<file path="config.mk">
export PLATFORM = sky130hd
export DESIGN_NAME = timer_period_to_nearest_note_core_flat
export DESIGN_NICKNAME = d
export VERILOG_FILES = /design/src/design/tpn_pkg.sv /design/src/design/tpn_req_if.sv /design/src/design/tpn_res_if.sv /design/src/design/timer_period_to_nearest_note_core.sv /design/src/design/tpn_div.sv /design/src/flat_wrapper.sv
export SDC_FILE = /design/constraint.sdc
export NUM_CORES = 1
export LEC_CHECK = 0
export ABC_CLOCK_PERIOD_IN_PS = 7400
export BUFFER_PORTS_ARGS = -buffer_cell sky130_fd_sc_hd__buf_2
export CAP_MARGIN = 20
export CORE_UTILIZATION = 25
export CTS_BUF_LIST = sky130_fd_sc_hd__clkbuf_4 sky130_fd_sc_hd__clkbuf_8 sky130_fd_sc_hd__clkbuf_16
export DETAILED_ROUTE_END_ITERATION = 8
export PLACE_DENSITY_LB_ADDON = 0.3
export SYNTH_ARGS = -nofsm -noshare
export SYNTH_HDL_FRONTEND = slang
export SYNTH_HIERARCHICAL = 1
export SYNTH_SLANG_ARGS = --single-unit
</file>
<file path="constraint.sdc">
create_clock -name clk -period 7.4 [get_ports clk]
set_input_delay 0 -clock clk [delete_from_list [all_inputs] [get_ports clk]]
set_output_delay 0 -clock clk [all_outputs]
set_load 0.02 [all_outputs]
</file>
<file path="src/design/tpn_pkg.sv">
`timescale 1ns / 1ps
// ----------------------------------------------------------------------------
// tpn_pkg
// Shared constants, widths and the C0 note table of the note quantiser.
// ----------------------------------------------------------------------------
package tpn_pkg;

    localparam int NUM_CHANNELS = 5;
    localparam int NUM_OCTAVES  = 8;
    localparam int NUM_KEYS     = 68;

    localparam int CH_W       = (NUM_CHANNELS > 1) ? $clog2(NUM_CHANNELS) : 1;
    localparam int OCT_W      = (NUM_OCTAVES > 1) ? $clog2(NUM_OCTAVES) : 1;
    localparam int NOTE_W     = 4;
    localparam int KEY_W      = 7;
    localparam int NOTES      = 12;
    localparam int CLK_W      = 24;
    localparam int PERIOD_W   = 11;

    // freq = clock * 16 / (period + 1) for pulse, clock * 8 / (period + 1) for triangle
    localparam int DIVIDEND_W = CLK_W + 4;
    localparam int DIVISOR_W  = PERIOD_W + 1;
    localparam int FREQ_W     = DIVIDEND_W;
    localparam int DCNT_W     = $clog2(DIVIDEND_W);

    localparam int C0_W       = 13;
    localparam int CMP_W      = C0_W + NUM_OCTAVES - 1;
    localparam int WIDE_W     = (FREQ_W > CMP_W) ? FREQ_W : CMP_W;
    localparam int BEST_W     = 20;

    localparam logic [CLK_W-1:0]  CLOCK_RESET = CLK_W'(1789773);
    localparam logic [BEST_W-1:0] DIST_LIMIT  = BEST_W'(1000000);
    localparam logic [KEY_W-1:0]  FIRST_KEY   = KEY_W'(21);
    localparam logic [KEY_W-1:0]  LAST_KEY    = KEY_W'(21 + NUM_KEYS - 1);
    localparam logic [NOTES-1:0]  SHARP_MASK  = 12'h54A;

    localparam logic [2:0] CH_TRIANGLE  = 3'd2;
    localparam logic [2:0] CH_LAST_TONE = 3'd2;

    localparam logic [OCT_W-1:0]  OCT_LAST  = OCT_W'(NUM_OCTAVES - 1);
    localparam logic [NOTE_W-1:0] NOTE_LAST = NOTE_W'(NOTES - 1);

    typedef struct packed {
        logic busy;
        logic done;
    } div_stat_t;

    function automatic logic [C0_W-1:0] c0_freq(input logic [NOTE_W-1:0] n);
        logic [C0_W-1:0] f;
        unique case (n)
            4'd0:    f = 13'd4186;
            4'd1:    f = 13'd4434;
            4'd2:    f = 13'd4698;
            4'd3:    f = 13'd4978;
            4'd4:    f = 13'd5274;
            4'd5:    f = 13'd5587;
            4'd6:    f = 13'd5919;
            4'd7:    f = 13'd6271;
            4'd8:    f = 13'd6644;
            4'd9:    f = 13'd7040;
            4'd10:   f = 13'd7458;
            4'd11:   f = 13'd7902;
            default: f = '0;
        endcase
        return f;
    endfunction

endpackage

</file>
<file path="src/design/tpn_req_if.sv">
`timescale 1ns / 1ps
// ----------------------------------------------------------------------------
// tpn_req_if
// Request channel: one channel's activity flag and tone timer period.
// ----------------------------------------------------------------------------
interface tpn_req_if;
    logic        valid;
    logic        ready;
    logic [2:0]  channel;
    logic        active;
    logic [10:0] timer_period;

    modport source (output valid, output channel, output active, output timer_period,
                    input ready);
    modport sink   (input valid, input channel, input active, input timer_period,
                    output ready);
endinterface

</file>
<file path="src/design/tpn_res_if.sv">
`timescale 1ns / 1ps
// ----------------------------------------------------------------------------
// tpn_res_if
// Result channel: released key, lit key and nearest note of one request.
// ----------------------------------------------------------------------------
interface tpn_res_if;
    logic       valid;
    logic       ready;
    logic       cleared_valid;
    logic [6:0] cleared_key;
    logic       cleared_sharp;
    logic       lit_valid;
    logic [6:0] lit_key;
    logic       lit_sharp;
    logic       match_found;
    logic [3:0] note;
    logic [2:0] octave;

    modport source (output valid, output cleared_valid, output cleared_key,
                    output cleared_sharp, output lit_valid, output lit_key,
                    output lit_sharp, output match_found, output note, output octave,
                    input ready);
    modport sink   (input valid, input cleared_valid, input cleared_key,
                    input cleared_sharp, input lit_valid, input lit_key,
                    input lit_sharp, input match_found, input note, input octave,
                    output ready);
endinterface

</file>
<file path="src/design/timer_period_to_nearest_note_core.sv">
`timescale 1ns / 1ps
// ----------------------------------------------------------------------------
// timer_period_to_nearest_note_core
// Maps a channel's tone timer period to the nearest semitone key.
// ----------------------------------------------------------------------------
// Requests arrive on req (channel, active, timer_period) and each yields one
// result on rsp: the key the channel released, the key it lights and the
// nearest note and octave. cfg_wr_en / cfg_wr_data load the source clock in
// hertz; write it only while the block is idle.
// A sounding tone channel with a nonzero frequency runs the serial divider
// (one quotient bit a cycle), takes the quotient, searches all 96 note table
// entries (one a cycle through one subtract and compare) and loads the result.
// A new request is taken only after the result is loaded.
// A zero frequency skips the search and loads its result after the divider.
// Noise, sample, inactive and unknown channels skip the divider and the search
// and go straight from idle to the result load.
// req.ready is high only while no request is in progress.
// The result sits in an output register: a stalled receiver lets the next
// request be accepted and worked, and its result waits until the register
// frees.
// Reset clears every channel's lit key, sets the clock to 1789773 Hz and
// empties the output register.
// ----------------------------------------------------------------------------
module timer_period_to_nearest_note_core (
    input  logic                        clk,
    input  logic                        rst_n,
    input  logic                        cfg_wr_en,
    input  logic [tpn_pkg::CLK_W-1:0]   cfg_wr_data,
    tpn_req_if.sink                     req,
    tpn_res_if.source                   rsp
);

    typedef enum logic [3:0] {
        S_IDLE = 4'b0001,
        S_DIV  = 4'b0010,
        S_SRCH = 4'b0100,
        S_FIN  = 4'b1000
    } state_t;

    state_t                          state_reg;
    logic [tpn_pkg::CLK_W-1:0]       clk_hz_reg;

    logic                            lit_vld_reg [tpn_pkg::NUM_CHANNELS];
    logic [tpn_pkg::KEY_W-1:0]       lit_idx_reg [tpn_pkg::NUM_CHANNELS];
    logic                            lit_shp_reg [tpn_pkg::NUM_CHANNELS];

    logic [tpn_pkg::CH_W-1:0]        ch_reg;
    logic                            upd_reg;
    logic                            clr_vld_reg;
    logic [tpn_pkg::KEY_W-1:0]       clr_key_reg;
    logic                            clr_shp_reg;

    logic [tpn_pkg::FREQ_W-1:0]      freq_reg;
    logic [tpn_pkg::BEST_W-1:0]      best_reg;
    logic                            found_reg;
    logic [tpn_pkg::OCT_W-1:0]       oct_reg, bo_reg;
    logic [tpn_pkg::NOTE_W-1:0]      note_reg, bn_reg;

    logic                            out_vld_reg;
    logic                            out_clr_vld_reg, out_clr_shp_reg;
    logic [tpn_pkg::KEY_W-1:0]       out_clr_key_reg;
    logic                            out_lit_vld_reg, out_lit_shp_reg;
    logic [tpn_pkg::KEY_W-1:0]       out_lit_key_reg;
    logic                            out_match_reg;
    logic [tpn_pkg::NOTE_W-1:0]      out_note_reg;
    logic [2:0]                      out_oct_reg;

    logic                            accept, chan_ok, has_src, div_start;
    logic [tpn_pkg::CH_W-1:0]        ch_in;
    logic [tpn_pkg::DIVIDEND_W-1:0]  dividend;
    logic [tpn_pkg::DIVISOR_W-1:0]   divisor;
    tpn_pkg::div_stat_t              div_stat;
    logic [tpn_pkg::DIVIDEND_W-1:0]  quotient;

    logic [tpn_pkg::WIDE_W-1:0]      cmp, freq_w, gap;
    logic                            better, last_entry;
    logic [tpn_pkg::KEY_W-1:0]       key, lit_idx;
    logic                            lit_now, lit_shp, out_free;

    assign accept    = req.valid && req.ready;
    assign req.ready = (state_reg == S_IDLE);
    assign chan_ok   = (32'(req.channel) < tpn_pkg::NUM_CHANNELS);
    assign has_src   = chan_ok && req.active && (req.channel <= tpn_pkg::CH_LAST_TONE);
    assign ch_in     = tpn_pkg::CH_W'(req.channel);
    assign div_start = accept && has_src;
    assign dividend  = (req.channel == tpn_pkg::CH_TRIANGLE)
                       ? (tpn_pkg::DIVIDEND_W'(clk_hz_reg) << 3)
                       : (tpn_pkg::DIVIDEND_W'(clk_hz_reg) << 4);
    assign divisor   = tpn_pkg::DIVISOR_W'(req.timer_period) + 1'b1;

    tpn_div u_div (
        .clk      (clk),
        .rst_n    (rst_n),
        .start    (div_start),
        .dividend (dividend),
        .divisor  (divisor),
        .stat     (div_stat),
        .quotient (quotient)
    );

    // search datapath: one table entry a cycle
    assign cmp        = tpn_pkg::WIDE_W'(tpn_pkg::c0_freq(note_reg)) << oct_reg;
    assign freq_w     = tpn_pkg::WIDE_W'(freq_reg);
    assign gap        = (cmp > freq_w) ? (cmp - freq_w) : (freq_w - cmp);
    assign better     = (gap < tpn_pkg::WIDE_W'(best_reg));
    assign last_entry = (oct_reg == tpn_pkg::OCT_LAST) && (note_reg == tpn_pkg::NOTE_LAST);

    assign key      = tpn_pkg::KEY_W'(bo_reg) * tpn_pkg::KEY_W'(12)
                      + tpn_pkg::KEY_W'(bn_reg);
    assign lit_now  = found_reg && (key >= tpn_pkg::FIRST_KEY) && (key <= tpn_pkg::LAST_KEY);
    assign lit_idx  = key - tpn_pkg::FIRST_KEY;
    assign lit_shp  = tpn_pkg::SHARP_MASK[bn_reg];
    assign out_free = !out_vld_reg || rsp.ready;

    always_ff @(posedge clk or negedge rst_n)
    begin
        if (!rst_n)
        begin
            clk_hz_reg <= tpn_pkg::CLOCK_RESET;
        end
        else if (cfg_wr_en)
        begin
            clk_hz_reg <= cfg_wr_data;
        end
    end

    always_ff @(posedge clk or negedge rst_n)
    begin
        if (!rst_n)
        begin
            state_reg   <= S_IDLE;
            out_vld_reg <= 1'b0;
            for (int i = 0; i < tpn_pkg::NUM_CHANNELS; i++)
            begin
                lit_vld_reg[i] <= 1'b0;
            end
        end
        else
        begin
            if (out_vld_reg && rsp.ready && (state_reg != S_FIN))
            begin
                out_vld_reg <= 1'b0;
            end
            unique case (state_reg)
                S_IDLE:
                begin
                    if (accept)
                    begin
                        state_reg <= has_src ? S_DIV : S_FIN;
                    end
                end
                S_DIV:
                begin
                    if (div_stat.done)
                    begin
                        state_reg <= (quotient == '0) ? S_FIN : S_SRCH;
                    end
                end
                S_SRCH:
                begin
                    if (last_entry)
                    begin
                        state_reg <= S_FIN;
                    end
                end
                S_FIN:
                begin
                    if (out_free)
                    begin
                        out_vld_reg <= 1'b1;
                        state_reg   <= S_IDLE;
                        if (upd_reg)
                        begin
                            lit_vld_reg[ch_reg] <= lit_now;
                        end
                    end
                end
                default:
                begin
                    state_reg <= S_IDLE;
                end
            endcase
        end
    end

    always_ff @(posedge clk)
    begin
        unique case (state_reg)
            S_IDLE:
            begin
                ch_reg    <= ch_in;
                upd_reg   <= chan_ok;
                found_reg <= 1'b0;
                bo_reg    <= '0;
                bn_reg    <= '0;
                if (chan_ok && lit_vld_reg[ch_in])
                begin
                    clr_vld_reg <= 1'b1;
                    clr_key_reg <= lit_idx_reg[ch_in];
                    clr_shp_reg <= lit_shp_reg[ch_in];
                end
                else
                begin
                    clr_vld_reg <= 1'b0;
                    clr_key_reg <= '0;
                    clr_shp_reg <= 1'b0;
                end
            end
            S_DIV:
            begin
                freq_reg <= quotient;
                best_reg <= tpn_pkg::DIST_LIMIT;
                oct_reg  <= '0;
                note_reg <= '0;
            end
            S_SRCH:
            begin
                if (better)
                begin
                    best_reg  <= gap[tpn_pkg::BEST_W-1:0];
                    found_reg <= 1'b1;
                    bo_reg    <= oct_reg;
                    bn_reg    <= note_reg;
                end
                if (note_reg == tpn_pkg::NOTE_LAST)
                begin
                    note_reg <= '0;
                    oct_reg  <= oct_reg + 1'b1;
                end
                else
                begin
                    note_reg <= note_reg + 1'b1;
                end
            end
            S_FIN:
            begin
                if (out_free)
                begin
                    out_clr_vld_reg <= clr_vld_reg;
                    out_clr_key_reg <= clr_key_reg;
                    out_clr_shp_reg <= clr_shp_reg;
                    out_lit_vld_reg <= lit_now;
                    out_lit_key_reg <= lit_now ? lit_idx : '0;
                    out_lit_shp_reg <= lit_now && lit_shp;
                    out_match_reg   <= found_reg;
                    out_note_reg    <= bn_reg;
                    out_oct_reg     <= 3'(bo_reg);
                    if (upd_reg)
                    begin
                        lit_idx_reg[ch_reg] <= lit_idx;
                        lit_shp_reg[ch_reg] <= lit_shp;
                    end
                end
            end
            default:
            begin
                upd_reg <= 1'b0;
            end
        endcase
    end

    assign rsp.valid         = out_vld_reg;
    assign rsp.cleared_valid = out_clr_vld_reg;
    assign rsp.cleared_key   = out_clr_key_reg;
    assign rsp.cleared_sharp = out_clr_shp_reg;
    assign rsp.lit_valid     = out_lit_vld_reg;
    assign rsp.lit_key       = out_lit_key_reg;
    assign rsp.lit_sharp     = out_lit_shp_reg;
    assign rsp.match_found   = out_match_reg;
    assign rsp.note          = out_note_reg;
    assign rsp.octave        = out_oct_reg;

endmodule

</file>
<file path="src/design/tpn_div.sv">
`timescale 1ns / 1ps
// ----------------------------------------------------------------------------
// tpn_div
// Restoring divider, one quotient bit per cycle, done pulse at the end.
// ----------------------------------------------------------------------------
module tpn_div (
    input  logic                             clk,
    input  logic                             rst_n,
    input  logic                             start,
    input  logic [tpn_pkg::DIVIDEND_W-1:0]   dividend,
    input  logic [tpn_pkg::DIVISOR_W-1:0]    divisor,
    output tpn_pkg::div_stat_t               stat,
    output logic [tpn_pkg::DIVIDEND_W-1:0]   quotient
);

    logic [tpn_pkg::DIVISOR_W-1:0]  rem_reg, rem_next;
    logic [tpn_pkg::DIVIDEND_W-1:0] quo_reg, quo_next;
    logic [tpn_pkg::DIVISOR_W-1:0]  den_reg;
    logic [tpn_pkg::DCNT_W-1:0]     cnt_reg;
    logic                           busy_reg, done_reg;
    logic [tpn_pkg::DIVISOR_W:0]    trial, diff;
    logic                           ge;

    assign trial = {rem_reg, quo_reg[tpn_pkg::DIVIDEND_W-1]};
    assign diff  = trial - {1'b0, den_reg};
    assign ge    = (trial >= {1'b0, den_reg});

    always_comb
    begin
        rem_next = ge ? diff[tpn_pkg::DIVISOR_W-1:0] : trial[tpn_pkg::DIVISOR_W-1:0];
        quo_next = {quo_reg[tpn_pkg::DIVIDEND_W-2:0], ge};
    end

    always_ff @(posedge clk or negedge rst_n)
    begin
        if (!rst_n)
        begin
            busy_reg <= 1'b0;
            done_reg <= 1'b0;
            cnt_reg  <= '0;
        end
        else
        begin
            done_reg <= 1'b0;
            if (start)
            begin
                busy_reg <= 1'b1;
                cnt_reg  <= '0;
            end
            else if (busy_reg)
            begin
                cnt_reg <= cnt_reg + 1'b1;
                if (cnt_reg == tpn_pkg::DCNT_W'(tpn_pkg::DIVIDEND_W - 1))
                begin
                    busy_reg <= 1'b0;
                    done_reg <= 1'b1;
                end
            end
        end
    end

    always_ff @(posedge clk)
    begin
        if (start)
        begin
            rem_reg <= '0;
            quo_reg <= dividend;
            den_reg <= divisor;
        end
        else if (busy_reg)
        begin
            rem_reg <= rem_next;
            quo_reg <= quo_next;
        end
    end

    assign stat.busy = busy_reg;
    assign stat.done = done_reg;
    assign quotient  = quo_reg;

endmodule

</file>
<file path="src/flat_wrapper.sv">
// flat-port wrapper written by rule: the top's interface ports become plain ports
module timer_period_to_nearest_note_core_flat 
  (clk, rst_n, cfg_wr_en, cfg_wr_data, req_valid, req_channel, req_active, req_timer_period, req_ready, rsp_valid, rsp_cleared_valid, rsp_cleared_key, rsp_cleared_sharp, rsp_lit_valid, rsp_lit_key, rsp_lit_sharp, rsp_match_found, rsp_note, rsp_octave, rsp_ready);
  tpn_req_if req_i ();
  tpn_res_if rsp_i ();
  input  logic clk;
  input  logic rst_n;
  input  logic cfg_wr_en;
  input  logic [tpn_pkg::CLK_W-1:0] cfg_wr_data;
  input wire logic [$bits(req_i.valid)-1:0] req_valid;
  input wire logic [$bits(req_i.channel)-1:0] req_channel;
  input wire logic [$bits(req_i.active)-1:0] req_active;
  input wire logic [$bits(req_i.timer_period)-1:0] req_timer_period;
  output wire logic [$bits(req_i.ready)-1:0] req_ready;
  output wire logic [$bits(rsp_i.valid)-1:0] rsp_valid;
  output wire logic [$bits(rsp_i.cleared_valid)-1:0] rsp_cleared_valid;
  output wire logic [$bits(rsp_i.cleared_key)-1:0] rsp_cleared_key;
  output wire logic [$bits(rsp_i.cleared_sharp)-1:0] rsp_cleared_sharp;
  output wire logic [$bits(rsp_i.lit_valid)-1:0] rsp_lit_valid;
  output wire logic [$bits(rsp_i.lit_key)-1:0] rsp_lit_key;
  output wire logic [$bits(rsp_i.lit_sharp)-1:0] rsp_lit_sharp;
  output wire logic [$bits(rsp_i.match_found)-1:0] rsp_match_found;
  output wire logic [$bits(rsp_i.note)-1:0] rsp_note;
  output wire logic [$bits(rsp_i.octave)-1:0] rsp_octave;
  input wire logic [$bits(rsp_i.ready)-1:0] rsp_ready;
  assign req_i.valid = req_valid;
  assign req_i.channel = req_channel;
  assign req_i.active = req_active;
  assign req_i.timer_period = req_timer_period;
  assign req_ready = req_i.ready;
  assign rsp_valid = rsp_i.valid;
  assign rsp_cleared_valid = rsp_i.cleared_valid;
  assign rsp_cleared_key = rsp_i.cleared_key;
  assign rsp_cleared_sharp = rsp_i.cleared_sharp;
  assign rsp_lit_valid = rsp_i.lit_valid;
  assign rsp_lit_key = rsp_i.lit_key;
  assign rsp_lit_sharp = rsp_i.lit_sharp;
  assign rsp_match_found = rsp_i.match_found;
  assign rsp_note = rsp_i.note;
  assign rsp_octave = rsp_i.octave;
  assign rsp_i.ready = rsp_ready;
  timer_period_to_nearest_note_core u_core (.clk(clk), .rst_n(rst_n), .cfg_wr_en(cfg_wr_en), .cfg_wr_data(cfg_wr_data), .req(req_i), .rsp(rsp_i));
endmodule
</file>
==> results_dict.tcl, run 1 <==
set metrics [dict create \
    root_buffer "clkbuf_16" \
    core.rowCount 87 \
    power_density_nw_per_um2 332.8 \
    ctsHtreeMaxLevel 1 \
    rsz0062_at_grt "false" \
    grt_use_met2 0.2032 \
    grt_max_degree 42 \
    reg2reg_to "u_core/best_reg[5]" \
    clk_pin_slew_ns 0.06 \
    largest_reg_flops 35 \
    grt_pass1_wl_mm 57.26 \
    maxSlewViolCount 0 \
    power.leakage_nw 6.817 \
    port_buffers 71 \
    clock_path_buffers 3 \
    cts.sinks 249 \
    tightest_slew_ns 0.9553 \
    cp_max_fo 22 \
    die_y_um 242.8 \
    top_usage_layer "met2" \
    finalHoldViolCount 0 \
    cp-start-kind "register" \
    crit_type "reg2reg" \
    die_x_um 242.8 \
    r2r_slack_ns 0.73 \
    finalSetupTns_ns 0 \
    ant_nets 0 \
    relSlewSlack 0.3608 \
    met1_usage 0.1598 \
    drcViolationCount 0 \
    hold_path.class "in2reg" \
    seqPwrFrac 0.404 \
    grt-ovfl-total 0 \
    vdd_ir_drop_max_uv 181.2 \
    num-nets-final 1569 \
    period_share 0.9011 \
    antenna_found_initial 0 \
    power_frac_clock 0.244 \
    finalSetupViolations 0 \
    routed_via_density 4.664 \
    cts_buffers 27 \
    syn_to_final_growth_pct 18.07 \
    start_util 0.2551 \
    hpwl_mm 27.19 \
    grtUsageMet3 0.01460 \
    core-area_um2 56820 \
    max_freq_mhz 150.0 \
    io_pins 72 \
    combPwrFrac 0.352 \
    wire_per_inst_um 16.39 \
    drt_iter0_markers 531 \
    cts_tree "done" \
    syn-cell-area_um2 14500 \
    finalHoldWorstSlack_ns 0.04873 \
    syn_inst 1319 \
    ctsResizeCount 0 \
    startpoint "u_core/oct_reg[1]" \
    track_usage 0.1211 \
    num_vias 10300 \
    p_switching_mw 2.022 \
    gp_congestion 0.9560 \
    finalCriticalPeriod_ns 6.668 \
    grt_pass1_vias 10310 \
    p_int_mw 3.673 \
    fin_skew_ns 0.01439 \
    status "complete, no violations" \
    maxCapViolCount 0 \
    worst-endpoint-required_ns 7.63 \
    insertion_delay_ns 0.56 \
    syn_area_per_cell_um2 10.99 \
    insertedDiodeCount 0 \
    drive_gt1_frac 0.1941 \
    worstPathArrival_ns 6.90 \
    reg2reg_from "u_core/oct_reg[1]" \
    critPathCapture "u_core/best_reg[5]" \
    dieArea_um2 58950 \
    reg2regPathDepth 22 \
    first_pass_iters 7 \
    drt-total-wl_mm 36.20 \
    switching_share 0.3551 \
    cp-end-kind "register" \
    synth_warnings 6 \
]
stage by stage:
stage	instances	total power [mW]	utilization	setup slack [ns]	area (um2)
finish	2209	5.695	0.3012	0.7321	17110
global route	2209	6.080	0.3012	0.1210	17110
CTS	2207	5.777	0.3010	0.4762	17100
detailed placement	2111	4.336	0.2765	0.4977	15710
global placement	2111	4.295	0.2765	0.5731	15710
floorplan	1321	3.697	-	1.359	14500
critical path, stage by stage (launching register included):
cell and delay [ns]:
edfxtp_1 0.65, mux2_2 0.41, or2_2 0.28, o211ai_1 0.10
o21a_1 0.17, inv_1 0.05, ha_1 0.52, nand4_1 0.21
or3_1 0.54, o2111ai_2 0.28, and4_4 0.48, mux2_2 0.42
a2bb2oi_1 0.15, xnor2_1 0.16, ha_1 0.20, a21o_1 0.15
a21o_1 0.16, a2111oi_0 0.47, o211a_1 0.23, o311ai_1 0.21
nor2_1 0.14, or2_1 0.10, buf_4 0.26
layer usage:
layer  vias to the layer above  share of wire
li1                       5051              -
met1                      4985           0.46
met2                       206           0.47
met3                        61          0.032
met4                         0          0.031
met5                         -              0
power groups by stage:
stage | logic (mW) | registers [mW] | clock network, mW
CTS | 2.03 | 2.31 | 1.43
detailed placement | 2.00 | 2.34 | 0
global route | 2.25 | 2.34 | 1.49
floorplan | 1.43 | 2.27 | 0
global placement | 1.97 | 2.33 | 0
finish | 2.01 | 2.30 | 1.39
what timing repair did:
item,in CTS,in global routing
setup endpoints to repair,0,29
hold endpoints to repair,83,0
setup buffers,0,1
hold buffers,46,0
cells in the final DEF, fill, tap and decap left out, types with 7 or more instances in the layout:
cell             n
nor2b_1         10
dfrtp_1         27
mux2i_1         28
nand2_1         83
edfxtp_1       182
dlygate4sd3_1   46
ha_1            88
dfxtp_1         26
and3_1          10
inv_1          110
a211oi_1        13
o21a_1          10
a21oi_1         82
dfstp_2         14
o21ai_0         49
mux4_2           9
nor2_1          82
nor3_1          15
xnor2_1         30
or3_1            9
clkbuf_4         9
xor2_1          15
a21o_1          22
o21bai_1         9
nand4_1         15
o22ai_1         11
buf_2           71
and2_1          32
nor4_1          13
or2_2           10
nand2b_1        16
nand3_1         27
clkbuf_16       28
buf_4           19
mux2_2          88
a311oi_1         7
how the worst min path moves through the flow:
stage | depth (start not counted) | slack [ns] | start | to
2_1_floorplan | 0 | -0.30 | rst_n | u_core/clk_hz_reg[12]
3_3_place_gp | 2 | 0.14 | rst_n | u_core/clk_hz_reg[22]
3_5_place_dp | 2 | 0.15 | rst_n | u_core/clk_hz_reg[22]
4_1_cts | 6 | 0.02 | req_active | u_core/state_reg[3]
5_1_grt | 6 | 0.06 | req_active | u_core/state_reg[3]
6_report | 6 | 0.05 | req_active | u_core/state_reg[3]
final cells by class:
class / count / area [um2]
sequential: 249 / 7029
clock inverter: 11 / 127.6
clock buffer: 39 / 802.0
tap: 756 / 945.9
timing repair buffer: 138 / 970.9
inverter: 111 / 416.7
fill: 5879 / 39710
multi-input combinational: 905 / 6822
(Power assumes the default switching activity.)
==> run 2: changes to the inputs <==
Settings changed: REMOVE_ABC_BUFFERS set to 1.
==> results_dict.tcl, run 2 (synthesis results as in run 1) <==
set metrics [dict create \
    status "finished with violations" \
    violations "hold timing" \
    hpwl_mm 26.88 \
    finalSetupViolations 0 \
    die_y_um 242.8 \
    num-nets-final 1567 \
    drt-total-wl_mm 35.95 \
    cp_max_fo 22 \
    hold_path.class "in2async" \
    grt-ovfl-total 0 \
    cts_tree "done" \
    core-area_um2 56820 \
    routed_via_density 4.643 \
    rsz0062_at_grt "false" \
    start_util 0.2551 \
    crit_type "reg2reg" \
    grt_pass1_vias 10310 \
    finalHoldViolCount 16 \
    track_usage 0.1215 \
    ctsHtreeMaxLevel 1 \
    grt_pass1_wl_mm 57.74 \
    largest_reg_flops 35 \
    dieArea_um2 58950 \
    finalSetupTns_ns 0 \
    finalPower_mw 5.785 \
    drcViolationCount 0 \
    drive_gt1_frac 0.1941 \
    clock_path_buffers 3 \
    cp-end-kind "register" \
    worstPathArrival_ns 7.06 \
    maxSlewViolCount 0 \
    root_buffer "clkbuf_16" \
    cts_buffers 29 \
    multi_input_area_um2 6822 \
    worst-endpoint-required_ns 7.63 \
    io_pins 72 \
    antenna_found_initial 0 \
    tightest_slew_ns 0.9519 \
    syn_to_final_growth_pct 18.38 \
    power_density_nw_per_um2 337.2 \
    wire_per_inst_um 16.27 \
    num_vias 10260 \
    grt_max_degree 42 \
    power.leakage_nw 6.823 \
    layout_common_cells "182 x edfxtp_1, 110 x inv_1, 88 x mux2_2, 88 x ha_1, 83 x nand2_1" \
    layout_commonest_cell "edfxtp_1" \
    utilization 0.3020 \
    finalHoldWorstSlack_ns -0.03181 \
    fin_skew_ns 0.01637 \
    insertedDiodeCount 0 \
    vdd_ir_drop_max_uv 210.8 \
    first_pass_iters 7 \
    insertion_delay_ns 0.56 \
    gp_congestion 0.8932 \
    reg2regPathDepth 22 \
    relSlewSlack 0.3631 \
    period_share 0.9222 \
    maxCapViolCount 0 \
    ant_nets 0 \
    drt_iter0_markers 666 \
    max_freq_mhz 146.5 \
    cts.sinks 249 \
    ctsResizeCount 0 \
    regArea_um2 7029 \
    fillCellCount 5843 \
    cp-start-kind "register" \
    port_buffers 71 \
    core.rowCount 87 \
    clk_pin_slew_ns 0.07 \
    finalCriticalPeriod_ns 6.824 \
    die_x_um 242.8 \
]
==> run 2: through the flow <==
stage / instances / hold WS [ns] / setup slack, ns / area (um2)
2_1_floorplan: 1265 / -0.2956 / 1.234 / 14250
3_3_place_gp: 2109 / 0.2324 / 0.6824 / 15700
3_5_place_dp: 2109 / 0.2389 / 0.5744 / 15700
4_1_cts: 2208 / 0.03643 / 0.5360 / 17140
5_1_grt: 2209 / 0.009937 / 0.1282 / 17160
6_report: 2209 / -0.03181 / 0.5760 / 17160
==> run 2: area by class of cell <==
type | instances | share of cell area
Sequential cell | 249 | 0.4097
Multi-Input combinational cell | 905 | 0.3975
Timing Repair Buffer | 134 | 0.05556
Tap cell | 756 | 0.05513
Clock buffer | 33 | 0.04441
Inverter | 111 | 0.02428
Clock inverter | 21 | 0.01342
==> run 2: critical path: stages, from the launching register on <==
cell and delay (ns):
edfxtp_1 0.81, mux2_2 0.43, or2_2 0.29, o211ai_1 0.10, o21a_1 0.17, inv_1 0.05
ha_1 0.49, nand4_1 0.17, or3_1 0.54, o2111ai_2 0.28, and4_4 0.48, mux2i_1 0.36
a32oi_1 0.21, nand2_1 0.12, xor2_1 0.16, ha_1 0.26, a21o_1 0.16, a2111oi_0 0.45
o211a_1 0.23, o311ai_1 0.20, nor2_1 0.14, or2_1 0.10, buf_4 0.27
==> run 2: routing by layer <==
metal	wire length (um)	track usage
met1	17150	0.1667
met2	16880	0.1994
met3	1229	0.01603
met4	688	0.03330
met5	0	0
==> run 2: worst paths after layout <==
kind,slack [ns],end,startpoint
max,0.58,u_core/best_reg[13],u_core/oct_reg[1]
min,-0.03,u_core/state_reg[2],rst_n
min reg2reg,0.42,u_core/rsp.cleared_sharp,u_core/clr_shp_reg
min in group clk,0.04,u_core/state_reg[3],req_active
max in group asynchronous,6.85,u_core/clk_hz_reg[0],rst_n
max reg2reg,0.58,u_core/best_reg[13],u_core/oct_reg[1]
==> run 2: power breakdown <==
| group | switching [mW] | internal, mW |
|---|---|---|
| Sequential | 0.234 | 2.07 |
| Clock | 0.595 | 0.885 |
| Combinational | 1.23 | 0.771 |
| Total | 2.06 | 3.73 |
==> run 2: what timing repair did <==
item	4_1_cts	5_1_grt
endpoints found under the hold margin	70	0
hold buffers	45	0
setup buffers	0	0
==> run 3: changes to the inputs <==
Settings changed: CORE_MARGIN set to 2, CTS_BUF_LIST sky130_fd_sc_hd__clkbuf_4 sky130_fd_sc_hd__clkbuf_8 sky130_fd_sc_hd__clkbuf_16 to not set.
==> results_dict.tcl, run 3 (synthesis results as in run 1) <==
set metrics [dict create \
    layout_common_cells "182 x edfxtp_1, 110 x inv_1, 88 x mux2_2, 88 x ha_1, 83 x nand2_1" \
    antenna_found_initial 0 \
    core-area_um2 57480 \
    ctsResizeCount 0 \
    track_usage 0.1183 \
    reg2regPathDepth 22 \
    power.leakage_nw 6.746 \
    cts_buffers 27 \
    maxSlewViolCount 0 \
    routed_via_density 4.577 \
    syn_to_final_growth_pct 17.55 \
    cp-end-kind "register" \
    grt_use_met2 0.2005 \
    setup_ws_ns 0.6906 \
    tightest_slew_ns 1.022 \
    finalSetupViolations 0 \
    r2r_slack_ns 0.69 \
    die_y_um 244.8 \
    drt_iter0_markers 533 \
    cp_max_fo 22 \
    startpoint "u_core/oct_reg[1]" \
    wire_per_inst_um 16.08 \
    dpl-instance-area_um2 15690 \
    core.rowCount 88 \
    cts_tree "done" \
    finalHoldViolCount 0 \
    clk_pin_slew_ns 0.06 \
    port_buffers 71 \
    crit_type "reg2reg" \
    dp_slack_ns 0.6753 \
    grt_max_degree 42 \
    grt_pass1_wl_mm 56.80 \
    finalHoldWorstSlack_ns 0.03902 \
    fin_area_um2 17040 \
    drt-total-wl_mm 35.62 \
    dieArea_um2 59920 \
    reg2reg_from "u_core/oct_reg[1]" \
    num_vias 10140 \
    finalSetupTns_ns 0 \
    met1_usage 0.1555 \
    layout_commonest_cell "edfxtp_1" \
    grt-ovfl-total 0 \
    num-nets-final 1566 \
    insertedDiodeCount 0 \
    status "complete, no violations" \
    grtUsageMet3 0.01585 \
    top_usage_layer "met2" \
    min_from "req_active" \
    ctsHtreeMaxLevel 1 \
    worstPathArrival_ns 6.94 \
    power_density_nw_per_um2 328.5 \
    finalCriticalPeriod_ns 6.709 \
    rsz0062_at_grt "false" \
    period_share 0.9067 \
    insertion_delay_ns 0.56 \
    first_pass_iters 5 \
    cp-start-kind "register" \
    finalPower_mw 5.597 \
    hold_path.class "in2reg" \
    relSlewSlack 0.3186 \
    fillCellCount 5942 \
    largest_reg_flops 35 \
    max_freq_mhz 149.0 \
    root_buffer "clkbuf_16" \
    io_pins 72 \
    ant_nets 0 \
    drive_gt1_frac 0.1834 \
    die_x_um 244.8 \
    grt_pass1_vias 10230 \
    gp_congestion 0.8959 \
    utilization 0.2965 \
    vdd_ir_drop_max_uv 150.8 \
    fin_skew_ns 0.007885 \
    worst-endpoint-required_ns 7.63 \
    min_to "u_core/state_reg[3]" \
    hpwl_mm 26.73 \
    dp_cells 2116 \
    maxCapViolCount 0 \
    start_util 0.2522 \
    instances_no_fill 2215 \
    cts.sinks 249 \
    clock_path_buffers 3 \
    drcViolationCount 0 \
    holdPathStages 6 \
    reg2reg_to "u_core/best_reg[16]" \
]
## run 3: cell count changes in the layout (fill, tap and decap cells not counted), sizes merged
cell	previous run	this run
buf	89	87
bufinv	4	2
clkbuf	33	34
clkinv	10	11
clkinvlp	3	2
dlygate4sd3	45	48
inv	115	112
## run 3: report_power, final
| part | switching (mW) | total (mW) | internal (mW) | leakage, nW |
|---|---|---|---|---|
| logic | 1.20 | 1.96 | 0.761 | 3.95 |
| registers | 0.261 | 2.33 | 2.07 | 2.39 |
| clock network | 0.564 | 1.31 | 0.745 | 0.410 |
| total | 2.02 | 5.60 | 3.58 | 6.75 |
## run 3: worst max path at each step
| stage | to | slack (ns) | depth (start not counted) |
|---|---|---|---|
| 2_1_floorplan | u_core/best_reg[0] | 1.23 | 21 |
| 3_3_place_gp | u_core/best_reg[17] | 0.89 | 22 |
| 3_5_place_dp | u_core/best_reg[18] | 0.68 | 22 |
| 4_1_cts | u_core/best_reg[16] | 0.64 | 22 |
| 5_1_grt | u_core/best_reg[12] | 0.14 | 24 |
| 6_report | u_core/best_reg[16] | 0.69 | 22 |
## run 3: layout make-up
type | instances | area, um2 | area share
clock buffer | 34 | 701.9 | 0.04120
sequential | 249 | 7029 | 0.4125
tap | 765 | 957.2 | 0.05618
clock inverter | 16 | 143.9 | 0.008445
inverter | 111 | 416.7 | 0.02445
multi-input combinational | 905 | 6822 | 0.4004
timing repair buffer | 135 | 968.4 | 0.05684
## run 3: what timing repair did
item / 4_1_cts / 5_1_grt
hold buffers: 47 / 1
setup buffers: 0 / 0
hold endpoints to repair: 69 / 16
## run 3: routing by layer
metal | vias up | share of wire
met5 | - | 0
met4 | 0 | 0.027
met3 | 54 | 0.034
met2 | 163 | 0.48
met1 | 4867 | 0.46
li1 | 5053 | -
## run 3: critical path, stage by stage (launching register included)
cell	delay (ns)
edfxtp_1	0.68
mux2_2	0.41
or2_2	0.28
o211ai_1	0.10
o21a_1	0.16
inv_1	0.05
ha_1	0.48
nand4_1	0.17
or3_1	0.53
o2111ai_2	0.28
and4_4	0.47
mux2i_1	0.19
a32oi_1	0.41
nand2_1	0.12
xor2_1	0.15
ha_1	0.31
a21o_1	0.17
a2111oi_0	0.49
o211a_1	0.22
o311ai_1	0.17
nor2_1	0.14
or2_1	0.10
buf_4	0.27
